--- config.mk ---
export PLATFORM = sky130hd
export DESIGN_NAME = slot_allocator_with_live_list
export DESIGN_NICKNAME = d
export VERILOG_FILES = /design/src/design/sal_pkg.sv /design/src/design/sal_ram.sv /design/src/design/sal_cell.sv /design/src/design/slot_allocator_with_live_list.sv
export SDC_FILE = /design/constraint.sdc
export NUM_CORES = 2
export LEC_CHECK = 0
export BUFFER_PORTS_ARGS = -buffer_cell sky130_fd_sc_hd__buf_2
export CORE_ASPECT_RATIO = 0.6
export CORE_MARGIN = 8
export CORE_UTILIZATION = 60
export DETAILED_ROUTE_END_ITERATION = 7
export PLACE_DENSITY_LB_ADDON = 0.15
export SYNTH_ARGS = -nofsm -noshare
export SYNTH_HDL_FRONTEND = slang
export SYNTH_SLANG_ARGS = --single-unit
--- constraint.sdc ---
create_clock -name clk -period 12.1 [get_ports clk]
set_input_delay 0.605 -clock clk [delete_from_list [all_inputs] [get_ports clk]]
set_output_delay 0.605 -clock clk [all_outputs]
set_load 0.005 [all_outputs]
--- src/design/sal_pkg.sv ---
package sal_pkg;

  localparam int SLOTS      = 32;
  localparam int DATA_WIDTH = 32;
  localparam int ID_W       = $clog2(SLOTS);
  localparam int CNT_W      = $clog2(SLOTS + 1);

  // command codes
  localparam logic [2:0] CMD_ADD      = 3'd0;
  localparam logic [2:0] CMD_ADD_ZERO = 3'd1;
  localparam logic [2:0] CMD_REMOVE   = 3'd2;
  localparam logic [2:0] CMD_READ     = 3'd3;
  localparam logic [2:0] CMD_LIST     = 3'd4;

  // status codes
  localparam logic [1:0] STAT_OK   = 2'd0;
  localparam logic [1:0] STAT_FULL = 2'd1;
  localparam logic [1:0] STAT_BAD  = 2'd2;

  localparam logic [CNT_W-1:0] NO_SLOT = CNT_W'(SLOTS);

  typedef struct packed {
    logic [2:0]            command;
    logic [ID_W-1:0]       slot_or_position;
    logic [DATA_WIDTH-1:0] write_data;
  } req_t;

  typedef struct packed {
    logic [1:0]            status;
    logic [CNT_W-1:0]      result_slot;
    logic [DATA_WIDTH-1:0] read_data;
    logic [CNT_W-1:0]      live_count;
  } rsp_t;

  // broadcast control for the live-list cells
  typedef struct packed {
    logic            append;
    logic            remove;
    logic [ID_W-1:0] sel;
    logic [ID_W-1:0] new_id;
  } cell_ctrl_t;

endpackage

--- src/design/sal_ram.sv ---
module sal_ram #(
  parameter int WIDTH = 32,
  parameter int DEPTH = 32
) (
  input  logic                     clk,
  input  logic                     we,
  input  logic [$clog2(DEPTH)-1:0] waddr,
  input  logic [WIDTH-1:0]         wdata,
  input  logic [$clog2(DEPTH)-1:0] raddr,
  output logic [WIDTH-1:0]         rdata
);

  logic [WIDTH-1:0] mem [DEPTH];

  always_ff @(posedge clk) begin
    if (we) begin
      mem[waddr] <= wdata;
    end
    rdata <= mem[raddr];
  end

endmodule

--- src/design/sal_cell.sv ---
// One live-list entry. On remove, every cell at or after the matching one
// takes its right neighbor's entry; on append, the first empty cell loads.
module sal_cell (
  input  logic                         clk,
  input  logic                         rst,
  input  sal_pkg::cell_ctrl_t          ctrl,
  input  logic                         prev_valid,
  input  logic                         hit_in,
  input  logic [sal_pkg::ID_W-1:0]     next_id,
  input  logic                         next_valid,
  output logic [sal_pkg::ID_W-1:0]     id,
  output logic                         valid,
  output logic                         hit_out
);

  logic shift_en;
  logic load_en;

  assign hit_out  = hit_in | (valid && (id == ctrl.sel));
  assign shift_en = ctrl.remove && hit_out;
  assign load_en  = ctrl.append && !valid && prev_valid;

  always_ff @(posedge clk) begin
    if (rst) begin
      valid <= 1'b0;
    end else if (shift_en) begin
      valid <= next_valid;
    end else if (load_en) begin
      valid <= 1'b1;
    end
  end

  always_ff @(posedge clk) begin
    if (shift_en) begin
      id <= next_id;
    end else if (load_en) begin
      id <= ctrl.new_id;
    end
  end

endmodule

--- src/design/slot_allocator_with_live_list.sv ---
// A transferred command is captured and the FSM enters execute; the result
//   and done are registered at its end. Busy is high in the execute state,
//   so no new command is taken until the last one has executed; execute
//   covers the registered data RAM read and the list update.
// Reset (rst, synchronous): pool empty, live count zero, no result pending.
// The receiver cannot stall: each result is shown for exactly one cycle.
module slot_allocator_with_live_list (
  input  logic            clk,
  input  logic            rst,
  input  logic            start,
  output logic            busy,
  input  sal_pkg::req_t   request,
  output logic            done,
  output sal_pkg::rsp_t   result
);

  typedef enum logic [1:0] {
    S_IDLE = 2'b01,
    S_EXEC = 2'b10
  } state_t;

  state_t state;
  state_t state_next;

  // captured command
  logic [2:0]                     cmd_q;
  logic [sal_pkg::ID_W-1:0]       sel_q;
  logic [sal_pkg::DATA_WIDTH-1:0] data_q;

  // pool state
  logic [sal_pkg::SLOTS-1:0] occupied;
  logic [sal_pkg::SLOTS-1:0] occupied_next;
  logic [sal_pkg::CNT_W-1:0] count;
  logic [sal_pkg::CNT_W-1:0] count_next;

  sal_pkg::rsp_t rsp_next;

  logic accept;
  assign accept = start && !busy;
  assign busy   = (state == S_EXEC);

  // Data store: read address goes out in the transfer cycle so the word is
  // ready in the execute cycle. Writes land at the end of execute.
  logic                           ram_we;
  logic [sal_pkg::DATA_WIDTH-1:0] ram_wdata;
  logic [sal_pkg::DATA_WIDTH-1:0] ram_rdata;
  logic [sal_pkg::ID_W-1:0]       free_id;
  logic                           free_found;

  sal_ram #(
    .WIDTH (sal_pkg::DATA_WIDTH),
    .DEPTH (sal_pkg::SLOTS)
  ) u_data (
    .clk   (clk),
    .we    (ram_we),
    .waddr (free_id),
    .wdata (ram_wdata),
    .raddr (request.slot_or_position),
    .rdata (ram_rdata)
  );

  // Live list: a row of cells, oldest id in cell 0. The hit chain runs left
  // to right; cells at or right of the match shift left on remove.
  sal_pkg::cell_ctrl_t      ctrl;
  logic [sal_pkg::ID_W-1:0] cell_id    [sal_pkg::SLOTS];
  logic [sal_pkg::SLOTS-1:0] cell_valid;
  logic [sal_pkg::SLOTS:0]  hit;
  logic                     found;

  assign hit[0] = 1'b0;
  assign found  = hit[sal_pkg::SLOTS];

  for (genvar i = 0; i < sal_pkg::SLOTS; i++) begin : g_cell
    logic                     pv;
    logic [sal_pkg::ID_W-1:0] nid;
    logic                     nv;

    if (i == 0) begin : g_first
      assign pv = 1'b1;
    end else begin : g_mid
      assign pv = cell_valid[i-1];
    end

    if (i == sal_pkg::SLOTS - 1) begin : g_last
      assign nid = '0;
      assign nv  = 1'b0;
    end else begin : g_inner
      assign nid = cell_id[i+1];
      assign nv  = cell_valid[i+1];
    end

    sal_cell u_cell (
      .clk        (clk),
      .rst        (rst),
      .ctrl       (ctrl),
      .prev_valid (pv),
      .hit_in     (hit[i]),
      .next_id    (nid),
      .next_valid (nv),
      .id         (cell_id[i]),
      .valid      (cell_valid[i]),
      .hit_out    (hit[i+1])
    );
  end

  // Lowest free slot; scanning down lets the lowest index win.
  always_comb begin
    free_id    = '0;
    free_found = 1'b0;
    for (int s = sal_pkg::SLOTS - 1; s >= 0; s--) begin
      if (!occupied[s]) begin
        free_id    = sal_pkg::ID_W'(s);
        free_found = 1'b1;
      end
    end
  end

  // Execute-cycle decode
  always_comb begin
    state_next           = state;
    ram_we               = 1'b0;
    ram_wdata            = data_q;
    ctrl                 = '0;
    ctrl.sel             = sel_q;
    ctrl.new_id          = free_id;
    occupied_next        = occupied;
    count_next           = count;
    rsp_next.status      = sal_pkg::STAT_BAD;
    rsp_next.result_slot = sal_pkg::NO_SLOT;
    rsp_next.read_data   = '0;

    case (state)
      S_IDLE: begin
        if (accept) begin
          state_next = S_EXEC;
        end
      end
      S_EXEC: begin
        state_next = S_IDLE;
        case (cmd_q)
          sal_pkg::CMD_ADD, sal_pkg::CMD_ADD_ZERO: begin
            if (free_found) begin
              ram_we                 = 1'b1;
              ram_wdata              = (cmd_q == sal_pkg::CMD_ADD) ? data_q : '0;
              occupied_next[free_id] = 1'b1;
              ctrl.append            = 1'b1;
              count_next             = count + 1'b1;
              rsp_next.status        = sal_pkg::STAT_OK;
              rsp_next.result_slot   = {1'b0, free_id};
            end else begin
              rsp_next.status = sal_pkg::STAT_FULL;
            end
          end
          sal_pkg::CMD_REMOVE: begin
            if (found) begin
              ctrl.remove          = 1'b1;
              occupied_next[sel_q] = 1'b0;
              count_next           = count - 1'b1;
              rsp_next.status      = sal_pkg::STAT_OK;
            end
          end
          sal_pkg::CMD_READ: begin
            if (occupied[sel_q]) begin
              rsp_next.status    = sal_pkg::STAT_OK;
              rsp_next.read_data = ram_rdata;
            end
          end
          sal_pkg::CMD_LIST: begin
            if ({1'b0, sel_q} < count) begin
              rsp_next.status      = sal_pkg::STAT_OK;
              rsp_next.result_slot = {1'b0, cell_id[sel_q]};
            end
          end
          default: begin
          end
        endcase
      end
      default: begin
        state_next = S_IDLE;
      end
    endcase

    rsp_next.live_count = count_next;
  end

  always_ff @(posedge clk) begin
    if (rst) begin
      state    <= S_IDLE;
      occupied <= '0;
      count    <= '0;
      done     <= 1'b0;
    end else begin
      state    <= state_next;
      occupied <= occupied_next;
      count    <= count_next;
      done     <= (state == S_EXEC);
    end
  end

  always_ff @(posedge clk) begin
    if (accept) begin
      cmd_q  <= request.command;
      sel_q  <= request.slot_or_position;
      data_q <= request.write_data;
    end
    if (state == S_EXEC) begin
      result <= rsp_next;
    end
  end

  // occupied bits and the live count must agree
  a_count_matches_map: assert property (@(posedge clk) disable iff (rst)
    $countones(occupied) == count)
    else $error("live count disagrees with occupied map");

  // the number of valid list cells must equal the live count
  a_cells_match_count: assert property (@(posedge clk) disable iff (rst)
    $countones(cell_valid) == count)
    else $error("live list cells disagree with live count");

  a_done_after_exec: assert property (@(posedge clk) disable iff (rst)
    done |-> $past(state == S_EXEC))
    else $error("result strobe without an execute cycle");

  a_busy_after_transfer: assert property (@(posedge clk) disable iff (rst)
    accept |=> busy && !done)
    else $error("transfer not followed by execute cycle");

  a_full_means_full: assert property (@(posedge clk) disable iff (rst)
    (done && result.status == sal_pkg::STAT_FULL) |->
      result.live_count == sal_pkg::NO_SLOT)
    else $error("pool full reported below capacity");

endmodule

## Yosys cells after proc, flatten, opt, wreduce, memory -nomap -nowiden

Memories as Yosys holds them, arrays and structs flattened. A register that Yosys moved wholly into a read port is not among the register bits.
Cells that the tools add are included.
W data, S select, Z words.

| word-level totals | value |
|---|---|
| output and inout port bits | 48 |
| bits in latches | 0 |
| bits of input ports | 43 |
| memories kept | 1 |
| logic and storage cells | 584 |
| register bits after elaboration | 319 |
| ROM bits | 0 |
| bits in writable memories | 1,024 |

| cells by class | value |
|---|---|
| bitwise gates (word level) | 36 |
| $mul | 0 |
| add/subtract/negate cells | 2 |
| reduce and logical (&&, ||, !) cells | 201 |
| $lt $le $gt $ge | 6 |
| shift operators | 0 |
| muxes and demuxes | 223 |
| divide/modulo/power cells | 0 |
| equal/unequal tests | 40 |

Memories:

| memory | words | width | read ports | clocked after Yosys merged registers in | wr ports | line | RTL |
|---|---|---|---|---|---|---|---|
| u_data.mem | 32 | 32 | 1 | 1 | 1 | sal_ram.sv:13 | `logic [WIDTH-1:0] mem [DEPTH];` |

Operators by type and width:

| operator | number |
|---|---|
| $mux W5 | 96 |
| $mux W32 | 6 |
| $eq A5 B5 Y1 | 32 |
| $logic_and A1 B1 Y1 | 130 |
| $mux W1 | 105 |
| $pmux W32 S2 | 1 |
| $reduce_bool A2 Y1 | 32 |
| $logic_not A1 Y1 | 33 |
| $and A32 B32 Y32 | 1 |
| $not A32 Y32 | 1 |
| $or A32 B32 Y32 | 1 |
| $or A1 B1 Y1 | 31 |
| $bmux W5 S5 | 1 |
| $mux W6 | 4 |
| $pmux W6 S2 | 2 |
| $lt A5 B6 Y1 const B | 2 |
| $demux W1 S5 | 2 |
| $ge A5 B1 Y1 const B | 2 |
| $mux W8 | 1 |
| $pmux W2 S4 | 1 |
| $add A6 B1 Y6 const B | 1 |
| $eq A3 B2 Y1 const B | 2 |
| $ge A6 B6 Y1 const B | 1 |
| $lt A5 B6 Y1 | 1 |
| other kinds (15) | 19 |

## Depth between registers and ports, before layout

| logic depth | value |
|---|---|
| word-level depth | 40 |
| gate-level depth with buffers | 14 |
| depth with buffers taken out | 9 |

## Cells and area by module

From an unflattened synthesis, not the netlist that was laid out.

| unflattened totals | value |
|---|---|
| cells, all modules | 3,728 |
| area total of the unflattened synthesis | 59,155.5 um^2 |

By module, submodules not included:

| module | instances | cells each | sequential area each (um^2) | area an instance (um^2) |
|---|---|---|---|---|
| sal_ram | 1 | 2,260 | 31,390.1 | 40,492.6 |
| sal_cell | 32 | 27 | 170.2 | 360.3 |
| slot_allocator_with_live_list | 1 | 604 | 3,403.3 | 7,131.8 |

## Least setup slack after synthesis

Ideal clock, no wire load.

| timing | value |
|---|---|
| path type | reg-to-reg |
| start | register state[0] |
| end | memory u_data.mem[13][0] (enable) |
| library setup time | 0.421 ns |
| buffers on the path | 1 |
| required time | 11.679 ns |
| arrival | 4.136 ns |
| period minus slack after synthesis | 4.558 ns |
| setup slack | 7.542 ns |
| cell stages (with the launch flop) | 8 |
| cell sequence | dfxtp_1 -> nand2b_1 -> inv_1 -> nand2_1 -> a31oi_1 -> clkbuf_1 -> nand3_1 -> nor2_1 |

| between the ends | value |
|---|---|
| word-level cells in the longest chain between the ends | 4 |

Ends and longest elaborated chain:

| element | line | RTL |
|---|---|---|
| start: declaration | slot_allocator_with_live_list.sv:22 | `state_t state;` |
| start signal: assignment | slot_allocator_with_live_list.sv:193 | `state <= state_next;` |
| $eq A2 B2 Y1 | n/a |  |
| net busy | slot_allocator_with_live_list.sv:11 | `output logic busy,` |
| $mux W1 | slot_allocator_with_live_list.sv:132 | `case (state)` |
| $mux W1 | sal_ram.sv:16 | `if (we) begin` |
| $mux W1 (implied by the code) | sal_ram.sv:17 | `mem[waddr] <= wdata;` |
| end: declaration | sal_ram.sv:13 |  |

The timed path passes the listed nets, and every way through them passes these cells.

## Worst setup path in the final report

| timing | value |
|---|---|
| start | register sel_q[0] (netlist bit) |
| end | register g_cell[1].u_cell.id[4] (netlist bit) (enable) |

| between the ends | value |
|---|---|
| word-level cells in the longest chain between the ends | 38 |
| elaborated cells on any way between the ends | 100 |
| those cells by class | eq/ne: 32; mux: 3; bitwise: 31; reduce/logical: 34 |

Ends and longest elaborated chain:

| element | line | RTL |
|---|---|---|
| start: declaration | slot_allocator_with_live_list.sv:27 | `logic [sal_pkg::ID_W-1:0] sel_q;` |
| start signal: assignment | slot_allocator_with_live_list.sv:203 | `sel_q <= request.slot_or_position;` |
| $eq A5 B5 Y1 | sal_cell.sv:19 | `assign hit_out = hit_in \| (valid && (id == ctrl.sel));` |
| $logic_and A1 B1 Y1 | sal_cell.sv:19 |  |
| $or A1 B1 Y1 (31 in series) | sal_cell.sv:19 |  |
| $mux W1 | slot_allocator_with_live_list.sv:155 | `if (found) begin` |
| $mux W1 | slot_allocator_with_live_list.sv:140 | `case (cmd_q)` |
| $mux W2 | slot_allocator_with_live_list.sv:132 |  |
| $logic_and A1 B1 Y1 (*) | sal_cell.sv:20 | `assign shift_en = ctrl.remove && hit_out;` |
| $reduce_bool A2 Y1 (no source line) (*) | n/a |  |
| end signal: assignment | sal_cell.sv:35 | `id <= next_id;` |
| end signal: assignment | sal_cell.sv:37 | `id <= ctrl.new_id;` |
| end: declaration | sal_cell.sv:11 | `output logic [sal_pkg::ID_W-1:0] id,` |

Mark *: on every way between the ends. The rest lies on a longest branch, timed or not.
A chain may end at the register's enable or synchronous reset.

==> results by group <==
Critical path
  – Crit start category: flip-flop
  – Slowest CP cell: buf_4
  – Startpoint of the worst-slack reg-to-reg timing path: sel_q[0]
  – Worst path max stage delay: 0.78 ns
  – CP Buf/Inv Count: 3
  – Arr. time, crit path: 5.88 ns
  – Crit Path Max Fanout: 45
  – Critical path's most frequent cell: buf_4
  – CP required: 12.51 ns
  – Reg2Reg Setup Slack: 6.64 ns
  – Crit end category: flip-flop
  – Crit Reg-Reg Endpoint: g_cell[1].u_cell.id[4]
  – Worst r2r path cells: 11
  – Delay-heaviest family, CP: buffers and inverters
  – Crit Path Category: flip-flop to flip-flop
  – Crit-path cells: buf_4 -> buf_4 -> xor2_1 -> nor4_2 -> a32oi_1 -> and3_1 -> and4_1 -> and3_4 -> buf_4 -> or3_1 -> o21ai_0

Power and ir drop
  – Power Dens Cells: 148 mW/mm²
  – Max VDD drop: 0.131 mV
  – Power, Total: 9480 µW
  – P_leak: 0.0205 µW

Floorplanning
  – Initial Util: 0.602
  – I/O pin cnt: 91
  – Die Span X: 416 µm
  – Core area: about 0.096 mm²
  – Die area: 0.107 mm²
  – Row count: 88
  – Die Y: 256 µm

Logic synthesis
  – FFs w/ async S/R, synth: 0
  – Post-synthesis compound-gate area fraction: 0.0325
  – Most used DFF post-synth: edfxtp_1
  – Simple-gate share of the synthesized area: 0.0440
  – Register bit count reported by yosys: 1375
  – Top-area cell type share of the netlist area: 0.659
  – Post-synth top area cell: edfxtp_1
  – Netlist cell types: 86
  – Mux cell area share after synthesis: 0.183
  – Mapped Cells: 3016
  – Post-synthesis area per instance: approximately 19 µm²
  – Synth Area in Adders: 0.00130
  – Sequential share of the synthesized area: 0.697
  – Xor/xnor share of the synthesized area: 0.0248
  – Yosys warnings: 0
  – Syn_nets: between 3k and 4k
  – Mapped Area: a little under 0.06 mm²
  – Synth top area cells: edfxtp_1 66%, mux4_2 14%, dfxtp_1 3.8%, mux2_2 3.2%, xor2_1 1.8%
  – Number of synthesized flops with an enable pin: around 1.3k
  – Largest family of logic cells by synthesized area: multiplexers

Drt
  – Drt pass-1 iters: 7
  – Vias per cell: 6.87
  – WL final: about 150 mm
  – Iter 0 DRT Violations: 4451
  – Average wire per standard cell: roughly 33 µm
  – DRC Markers: 0
  – Routed Antenna Nets: 0
  – Detailed-route via count: between 30k and 40k

Global routing
  – Vias in the first global route: 30.5k
  – GRT Util Overall: 0.272
  – First-pass GRT wire length: 213 mm
  – Largest net degree at the start of global routing: around 160
  – Aggregate global routing overflow: 0
  – Initial antenna violation count: 3

Finish
  – FF+latch area: 0.0402 mm²
  – Design Area, Final: 0.0639 mm²
  – Leading cell type in the layout, fill and taps excluded: edfxtp_1
  – Fill cells: 6170
  – Post-route insts no fill: 4526
  – Area Overhead vs Synth: 11.0%
  – Nets: 3208
  – Area occupied by multi-input gates: roughly 0.017 mm²
  – Most frequent cells in the layout: 1265 x edfxtp_1, 368 x mux4_2, 166 x mux2_2
  – Layout cell share with drive strength beyond 1: 0.307

Hold path
  – Hold Path Depth: 1
  – Endpoint of the worst hold path: data_q[26]
  – Hold Path Origin: request[26]
  – Hold Crit Class: input port to flip-flop

Clocking
  – Clock root cell: clkbuf_16
  – CTS sink cnt: 1375
  – Num CTS Buffers: 118
  – CTS resizes: 0
  – H-tree Lvls: 3
  – Worst-path clk slew: 0.06 ns
  – Setup Buffers After CTS: 0
  – Later-pin clock latency in the skew report: about 0.74 ns
  – CTS tree: yes
  – Clock Path Buffers: 3
  – Post-CTS Hold Fix Bufs: 13

Timing
  – # setup viols final: 0
  – TNS Setup: 0 ns
  – Slew Viols, Final: 2
  – Slew margin rel.: -0.0650
  – Hold Vio Cnt, Final: 0
  – Max Clock Skew: 0.0452 ns
  – Final Cycle Share: 0.452
  – Min Tclk post-route: 5.46 ns
  – RSZ-0062 raised after global routing: no
  – Worst slew pin tran: between 1.5 and 2 ns
  – Fmax achieved: 183 MHz

Placed design
  – Placed Area: 0.0598 mm²
  – I/O Buffers: 90
  – DP Cell Count: 4285
  – DP Wirelength: 79.8 mm
  – RD Place Congestion: 0.950

Run status
  – Status: finished, violations left
  – Failing checks: max-capacitance violations, max-slew violations

Job
  – Max Cap Viol: 1
metrics by stage:
stage / utilization / setup WS, ns / hold WS, ns
floorplan: - / 7.54 / 0.410
global placement: 0.625 / 6.93 / 0.422
detailed placement: 0.625 / 6.77 / 0.432
CTS: 0.668 / 6.73 / 0.000362
global route: 0.668 / 6.37 / 0.00792
finish: 0.668 / 6.64 / 0.0520
synth_stat cells, types with 5 or more instances:
library cell	count
and3_1	18
nor2_1	89
nand3_1	20
ha_1	6
mux4_2	368
mux2_1	19
buf_4	6
mux2_2	166
edfxtp_1	1265
clkbuf_1	107
a211oi_1	24
nor3_1	36
buf_2	14
o32ai_1	14
o311a_1	14
xor2_1	116
a31oi_1	12
nor3b_1	5
xnor2_1	47
mux2i_1	9
o21bai_1	6
o22ai_1	31
inv_1	33
dfxtp_1	110
buf_6	19
o21ai_0	18
nor2b_1	42
buf_1	30
a22oi_1	9
nor4_1	30
or2_2	5
nor4_2	8
or3_1	5
nor3_4	13
o31ai_1	15
a21o_1	7
and2_1	44
nand4_1	23
mux2_4	5
nand2_1	64
nand2b_1	12
a21oi_1	61
final cells by class:
class                      count  share of cell area
antenna                        1           0.0000391
clock buffer                 154              0.0500
clock inverter                72              0.0120
inverter                      34             0.00202
multi-input combinational   1430               0.262
sequential                  1375               0.628
tap                         1260              0.0247
timing repair buffer         200              0.0211
registers in the layout (all words and copies together), names as in the netlist:
register	flops
g_cell.u_cell.valid	32
u_data.rdata	32
done	1
data_q	32
state	2
occupied	32
g_cell.u_cell.id	160
cmd_q	3
count	6
u_data.mem	1024
sel_q	5
result	46
how the worst max path moves through the flow:
stage,start,endpoint,slack (ns),cells after the start
6_report,sel_q[0],g_cell[1].u_cell.id[4],6.64,11
5_1_grt,sel_q[0],g_cell[1].u_cell.id[3],6.37,11
4_1_cts,sel_q[0],g_cell[1].u_cell.id[1],6.73,11
3_5_place_dp,sel_q[0],g_cell[1].u_cell.id[2],6.77,11
3_3_place_gp,sel_q[0],g_cell[1].u_cell.id[1],6.93,11
2_1_floorplan,state[0],u_data.mem[13][0],7.54,7
report_power, final:
group | switching [µW] | leakage [µW] | internal [µW] | total (µW)
logic | 225 | 0.00637 | 173 | 398
clock network | 1740 | 0.00194 | 2130 | 3870
registers | 11.1 | 0.0122 | 5200 | 5210
total | 1980 | 0.0205 | 7510 | 9480
per-layer routing:
metal	wire length, µm	global-route usage	share of wire	vias to the layer above
met5	13	0	0.000088	-
met4	3080	0.0567	0.021	2
met3	18300	0.0860	0.12	244
met2	64400	0.389	0.44	1897
met1	61900	0.416	0.42	16300
li1	-	-	-	12600
logic make-up after synthesis:
kind of cell               after synthesis
AOI/OAI and AO/OA                      259
xor gates and xnor gates               163
adders and majority gates                6
buffers and inverters                  211
DFF                                   1375
muxes                                  567
and+or+nand+nor                        435
Note: power is estimated with default switching activity, not from simulation.
